==> src/hdl/prefix_sum_bucket_search_defines.svh <==
// Assertion helpers used by the block's datapath.
`ifndef PREFIX_SUM_BUCKET_SEARCH_DEFINES_SVH
`define PREFIX_SUM_BUCKET_SEARCH_DEFINES_SVH

// Implication checked in the same cycle.
`define PSBS_ASSERT_IMP(label, clk, rst_n, ante, cons) \
  label: assert property (@(posedge clk) disable iff (!rst_n) (ante) |-> (cons)) \
    else $error("psbs: implication check failed");

// Condition that must hold in every cycle out of reset.
`define PSBS_ASSERT_ALWAYS(label, clk, rst_n, cond) \
  label: assert property (@(posedge clk) disable iff (!rst_n) (cond)) \
    else $error("psbs: invariant check failed");

`endif

==> src/hdl/psbs_pkg.sv <==
package psbs_pkg;

  localparam int COUNT_W   = 32;
  localparam int TARGET_W  = 48;
  localparam int IN_DATA_W = 80;
  localparam int IDX_W     = 11;
  localparam int OUT_DATA_W = 16;

  typedef enum logic [1:0] {
    ACT_CLEAR  = 2'd0,
    ACT_APPEND = 2'd1,
    ACT_QUERY  = 2'd2
  } act_t;

  typedef enum logic [3:0] {
    ST_IDLE   = 4'b0001,
    ST_READ   = 4'b0010,
    ST_CMP    = 4'b0100,
    ST_RESULT = 4'b1000
  } state_t;

  typedef struct packed {
    logic accept;
    logic issue_rd;
    logic cmp;
    logic load_out;
  } cmd_t;

  typedef struct packed {
    logic query;
    logic miss;
    logic search_last;
    logic out_free;
  } status_t;

endpackage

==> src/hdl/psbs_ctrl.sv <==
module psbs_ctrl (
  input  logic               clk,
  input  logic               rst_n,
  input  logic               in_tvalid,
  output logic               in_tready,
  input  psbs_pkg::status_t  status,
  output psbs_pkg::cmd_t     cmd
);

  psbs_pkg::state_t state_r, state_nxt;

  always_ff @(posedge clk) begin
    if (!rst_n) begin
      state_r <= psbs_pkg::ST_IDLE;
    end else begin
      state_r <= state_nxt;
    end
  end

  always_comb begin
    state_nxt    = state_r;
    cmd          = '0;
    in_tready    = 1'b0;
    unique case (state_r)
      psbs_pkg::ST_IDLE: begin
        in_tready  = 1'b1;
        cmd.accept = in_tvalid;
        if (in_tvalid && status.query) begin
          state_nxt = status.miss ? psbs_pkg::ST_RESULT : psbs_pkg::ST_READ;
        end
      end
      psbs_pkg::ST_READ: begin
        cmd.issue_rd = 1'b1;
        state_nxt    = psbs_pkg::ST_CMP;
      end
      psbs_pkg::ST_CMP: begin
        cmd.cmp   = 1'b1;
        state_nxt = status.search_last ? psbs_pkg::ST_RESULT : psbs_pkg::ST_READ;
      end
      psbs_pkg::ST_RESULT: begin
        // hold the answer until the output register can take it
        if (status.out_free) begin
          cmd.load_out = 1'b1;
          state_nxt    = psbs_pkg::ST_IDLE;
        end
      end
      default: begin
        state_nxt = psbs_pkg::ST_IDLE;
      end
    endcase
  end

endmodule

==> config.mk <==
export PLATFORM = sky130hd
export DESIGN_NAME = psbs_ctrl
export DESIGN_NICKNAME = d
export VERILOG_FILES = /design/src/hdl/prefix_sum_bucket_search_defines.svh /design/src/hdl/psbs_pkg.sv /design/src/hdl/psbs_ctrl.sv
export SDC_FILE = /design/constraint.sdc
export NUM_CORES = 1
export LEC_CHECK = 0
export ABC_CLOCK_PERIOD_IN_PS = 1400
export BUFFER_PORTS_ARGS = -buffer_cell sky130_fd_sc_hd__buf_4
export CAP_MARGIN = 20
export CORE_AREA = 10 10 47 49
export CTS_BUF_LIST = sky130_fd_sc_hd__clkbuf_4 sky130_fd_sc_hd__clkbuf_8
export DETAILED_ROUTE_END_ITERATION = 10
export DIE_AREA = 0 0 57 59
export GPL_TIMING_DRIVEN = 0
export PLACE_DENSITY = 0.45
export SLEW_MARGIN = 20
export SYNTH_ARGS = -nofsm -noshare
export SYNTH_HDL_FRONTEND = slang
export SYNTH_SLANG_ARGS = --single-unit
export TNS_END_PERCENT = 5
==> constraint.sdc <==
create_clock -name clk -period 1.4 [get_ports clk]
set_input_delay 0.28 -clock clk [delete_from_list [all_inputs] [get_ports clk]]
set_output_delay 0.28 -clock clk [all_outputs]
set_load 0.005 [all_outputs]
==> results of run 1 <==
-- routing by layer --
metal | routed length, µm | vias up
li1 | - | 151
met1 | 341 | 127
met2 | 374 | 8
met3 | 59 | 0
met4 | 0 | 0
met5 | 0 | -
-- path summary, 6_finish.rpt --
path                                 start         end  cells after the start
worst max register to register  state_r[2]  state_r[1]                      4
worst max-delay path            state_r[2]      cmd[1]                      3
worst min register to register  state_r[2]  state_r[2]                      2
worst min-delay path                 rst_n  state_r[0]                      2
-- critical path: stages (launching register included) --
cell     delay [ns]
dfxtp_4        0.38
or2b_1         0.26
nor3_2         0.11
buf_4          0.13
-- layout make-up --
type / instances / share of cell area
Clock buffer: 3 / 0.05143
Multi-Input combinational cell: 27 / 0.4743
Timing Repair Buffer: 13 / 0.2229
Sequential cell: 4 / 0.2057
Tap cell: 16 / 0.04571
-- report_power, final --
part	switching, mW	internal [mW]
clock	0.0425	0.0956
sequential	0.00822	0.115
combinational	0.0186	0.0311
-- stage by stage --
step | setup TNS, ns | hold WS (ns)
after floorplan | 0 | 0.3562
after global placement | 0 | 0.5093
after detailed placement | 0 | 0.5030
after CTS | -0.008195 | 0.2576
after global routing | -0.1058 | 0.2863
final | 0 | 0.2693
-- placed cells by master, fill, tap and decap left out --
master and n:
and3_1 1, or2b_1 1, buf_4 13, nor2_4 1
nor3_2 1, xnor2_1 1, and3b_2 1, clkbuf_4 3
a21oi_1 1, o21ai_0 1, nor3b_2 1, nor2b_2 1
nand4b_1 2, and2_1 1, a41oi_1 1, nor3b_1 1
o32ai_1 1, nor2b_1 1, nor4b_2 1, and4_1 1
dfxtp_2 2, nand2_2 1, nand2_1 1, dfxtp_4 2
nor2_1 3, o2bb2ai_1 1, or2_2 1, o31ai_1 1
-- kinds of logic (layout without fill, tap and decap cells) --
family | Yosys count | after routing | synth area share
compound gates | 6 | 6 | 0.1659
buf+inv | 1 | 16 | 0.01894
simple gates | 20 | 20 | 0.4787
flops | 4 | 4 | 0.3033
xor+xnor | 1 | 1 | 0.03318
-- timing repair --
item	4_1_cts	5_1_grt
gates resized for setup	12	1
pin swaps	2	0
hold buffers	0	0
endpoints found under the setup margin	5	3
buffers inserted	1	1
gates cloned	0	0
==> impl_metrics.toml, run 1 <==
[yosys]
netlist.area_leader.share = 0.3033
synth_top_area_cell = "dfxtp_1"
synthTopCellsByArea = "dfxtp_1 30%, nand4b_1 6.6%, nor2_1 5.7%"
synthCells = 32
synth-edff-count = 0
synthTopCellsByCount = "4 x dfxtp_1, 4 x nor2_1"
synth_seq_area_share = 0.3033
synth.distinct_cells = 22
syn_avg_cell_area_um2 = 8.250
synth_ff_type = "dfxtp_1"
syn_nets = 39
synth_warnings = 0
netlist_area_um2 = 264.0
async_flop_share = 0
ys_ff_latch = 4

[clock_network]
clkSlewWorstSetupHoldPaths_ns = 0.04
cts_buffer_depth = 2
ctsHtreeMaxLevel = 1
cts_tree = "built"
cts.sinks = 4
clockRootBuffer = "clkbuf_4"
numCtsBuffers = 3
clock_latency_ns = 0.23

[grt]
grt_remaining_overflow = 0
grt.busiest_layer = "met2"
grt_use_met2 = 0.06977
grt_util_met3 = 0.02790
grt_max_degree = 11
grt_usage = 0.04914
grt_pass1_wl_um = 1262
use_met1 = 0.04481
antenna_found_initial = 0
first_global_vias = 326

[layout]
syn2layout_area_growth_pct = 65.88
ff_latch_area_um2 = 90.09
largest_reg_flops = 4
multiInputGateArea_um2 = 207.7
antenna_cells = 0
final_layout_size_suffix_gt1_frac = 0.5957
final_area_um2 = 437.9
fillCellCount = 161
largest_registers = "state_r x4"
top_register = "state_r"
postLayoutCoreUtil = 0.3125
instances_no_fill = 63
fin_nets = 56

[place]
placed_cell_area_um2 = 366.6
dpl.cell_count = 59
dp_hpwl_um = 590
place.gp.congestion = 0.7727
port-buffer-count = 11
dp_slack_ns = 0.1058

[drt]
num_vias = 286
drc_errors = 0
drtPass1Iterations = 3
routedWlPerCell_um = 12.30
routed_wl_um = 775
drt_iter0_drc = 2
antenna_left = 0
drt-vias-per-instance = 4.540

[run_status]
status = "completed"

[timing]
drv_slew = 0
min_period_ns = 1.386
setup_slack_ns = 0.01443
clock-skew-final_ns = 0.0001781
rsz0062_at_grt = "yes"
tightest_slew_ns = 0.2899
hold_viol = 0
relSlewSlack = 0.8061
min_period_over_period = 0.9897
max_freq_ghz = 0.7217
setup_violations = 0

[die]
die_x_um = 57
start_util = 0.1884
die_y_um = 59
num_rows = 14
pin_count = 12
core_area_mm2 = 0.001401
die_area_mm2 = 0.003363

[pwr]
p_leak_nw = 0.1847
power_mw = 0.3111
ir_worst_vdd_uv = 187.9
p_per_area_mw_per_mm2 = 710.4

[setup_path]
r2r_setup_slack_ns = 0.23
startpoint_type = "flip-flop"
crit_required_ns = 1.12
worstSetupEndpointType = "output pin"
crit_fanout = 6
path_class = "reg -> out"
arrival_ns = 1.11

[flow_run]
cap_violations = 0

[worst_hold_path]
min_path_type = "in -> reg"
Note: power is estimated with default switching activity, not from simulation.
==> run 2, diff against run 1 <==
ABC_AREA = 1   (was not set)
ABC_CLOCK_PERIOD_IN_PS = 1800   (was 1400)
PLACE_DENSITY = 0.46   (was 0.45)
clock period = 1.8 ns   (was 1.4 ns; I/O delays follow)
==> run 2 against run 1 <==
  * Largest power group is now combinational cells
  * Flip-flop and latch count stayed put
  * Clock power is 22% lower
  * Cell count is 16% higher
==> impl_metrics.toml, run 2 <==
[run_status]
status = "completed"

[pwr]
power_mw = 0.3759
seq_power_share = 0.297
p_per_area_mw_per_mm2 = 938.8
p_sw_mw = 0.1242
pwr-share-clk = 0.286
ir_worst_vdd_uv = 329.1
switching_share = 0.3303
combPwrFrac = 0.417
p_int_mw = 0.2517
p_leak_nw = 0.2340

[yosys]
syn_nets = 50
ys_ff_latch = 4
synth_seq_area_share = 0.2909
async_flop_share = 0
yosysMostFrequentCell = "inv_1"
synthCells = 43
netlist.area_leader.share = 0.2909
synth_ff_type = "dfxtp_1"
synthTopCellsByArea = "dfxtp_1 29%, inv_1 11%, nand2_1 9.5%"
syn_avg_cell_area_um2 = 6.401
synth_top_area_cell = "dfxtp_1"
synthTopCellsByCount = "8 x inv_1, 7 x nand2_1, 5 x nand3_1, 5 x nor2_1, 4 x dfxtp_1"
synth_warnings = 0
synth-edff-count = 0
netlist_area_um2 = 275.3
synth.distinct_cells = 14

[drt]
routed_wl_um = 653
routedWlPerCell_um = 8.945
drt-vias-per-instance = 3.877
antenna_left = 0
drtPass1Iterations = 4
drc_errors = 0
num_vias = 283
drt_iter0_drc = 4

[die]
die_y_um = 59
die_x_um = 57
num_rows = 14
die_area_mm2 = 0.003363
core_area_mm2 = 0.001401
start_util = 0.1964
pin_count = 12

[layout]
multiInputGateArea_um2 = 157.7
syn2layout_area_growth_pct = 45.45
top_register = "state_r"
final_area_um2 = 400.4
fin_nets = 66
antenna_cells = 0
largest_reg_flops = 4
final_cell_mix = "11 x buf_4, 8 x inv_1, 7 x nand2_1"
largest_registers = "state_r x4"
final_layout_size_suffix_gt1_frac = 0.4561
fillCellCount = 176
final_common_cell = "buf_4"
ff_latch_area_um2 = 80.08

[timing]
relSlewSlack = 0.8766
max_freq_ghz = 0.6874
clock-skew-final_ns = 0.001406
rsz0062_at_grt = "no"
hold_viol = 0
setup_violations = 0
drv_slew = 0
min_period_over_period = 0.8082
setup_tns_ns = 0
min_period_ns = 1.455
tightest_slew_ns = 0.1849

[clock_network]
numCtsBuffers = 3
clkSlewWorstSetupHoldPaths_ns = 0.04
cts.sinks = 4
cts_hold_buf = 0
ctsHtreeMaxLevel = 1
clock_latency_ns = 0.23
cts_tree = "built"
post_cts_buffers = 0
cts_resized = 0
cts_buffer_depth = 2
clockRootBuffer = "clkbuf_4"

[worst_hold_path]
min_path_cells = 3
min_path_type = "in -> reg"
worstHoldEndpoint = "state_r[2]"
hold_start = "rst_n"

[place]
place.gp.congestion = 0.7089
dp_hpwl_um = 571.6
placed_cell_area_um2 = 377.9
port-buffer-count = 11

[grt]
first_global_vias = 280
grt_usage = 0.04361
grt_max_degree = 6
antenna_found_initial = 0
grt_pass1_wl_um = 1090
grt_remaining_overflow = 0

[setup_path]
path_class = "reg -> out"
ff2ff_path_depth = 6
r2r_setup_slack_ns = 0.72
r2r-start = "state_r[3]"
crit_required_ns = 1.44
worstSetupEndpointType = "output pin"
startpoint_type = "flip-flop"
arrival_ns = 1.09
r2r-end = "state_r[1]"
crit_fanout = 5

[flow_run]
cap_violations = 0
-- run 2: cell types whose count changed in the layout (fill, tap and decap cells not counted), moves of 2 or more --
cell | previous run | this run
inv_1 | 0 | 8
nand2_2 | 1 | 3
buf_4 | 13 | 11
dfxtp_2 | 2 | 0
nand4b_1 | 2 | 0
nand2_1 | 1 | 7
nand3_1 | 0 | 5
nor2_2 | 0 | 3
inv_2 | 0 | 2
dfxtp_1 | 0 | 4
nor2_1 | 3 | 5
dfxtp_4 | 2 | 0
-- run 2: kinds of logic (layout without fill, tap and decap cells) --
family	Yosys count	count (layout)	share of synthesized area
AOI/OAI and AO/OA	2	2	0.05907
and+or+nand+nor	27	27	0.5137
buffers and inverters	10	24	0.1364
DFF	4	4	0.2909
-- run 2: critical path, stage by stage (launching register included) --
cell     delay (ns)
dfxtp_1        0.33
nor2_2         0.20
nand3_1        0.15
inv_1          0.08
buf_4          0.10
-- run 2: area by class of cell --
type                       instances  area share
clock buffer                       3     0.05625
inverter                          10     0.09375
multi-input combinational         29      0.3937
sequential                         4      0.2000
tap                               16     0.05000
timing repair buffer              11      0.2063
-- run 2: layer usage --
metal | routed length (µm) | vias up | GRT usage
met4 | 12 | 0 | 0.05034
met3 | 45 | 2 | 0.02146
li1 | - | 158 | -
met5 | 0 | - | 0
met1 | 289 | 113 | 0.04147
met2 | 305 | 10 | 0.06357
-- run 2: power groups by stage --
stage,combinational [mW],sequential [mW],clock (mW)
6_report,0.157,0.111,0.108
5_1_grt,0.174,0.113,0.122
4_1_cts,0.160,0.111,0.115
3_5_place_dp,0.159,0.113,0
3_3_place_gp,0.160,0.113,0
2_1_floorplan,0.108,0.112,0
-- run 2: how the worst max path moves through the flow --
stage | startpoint | slack (ns) | endpoint
floorplan | state_r[3] | 0.77 | cmd[3]
global placement | state_r[3] | 0.56 | cmd[2]
detailed placement | state_r[3] | 0.56 | cmd[2]
CTS | state_r[3] | 0.30 | cmd[2]
global route | state_r[3] | 0.21 | cmd[2]
finish | state_r[3] | 0.35 | cmd[2]
-- run 2: through the flow --
step	std cells	setup slack (ns)	util	hold WS (ns)
3_5_place_dp	70	0.5627	0.2696	0.5918
3_3_place_gp	70	0.5634	0.2696	0.5889
6_report	73	0.3452	0.2857	0.3916
2_1_floorplan	43	0.7659	-	0.5160
4_1_cts	73	0.3040	0.2857	0.3876
5_1_grt	73	0.2107	0.2857	0.3991
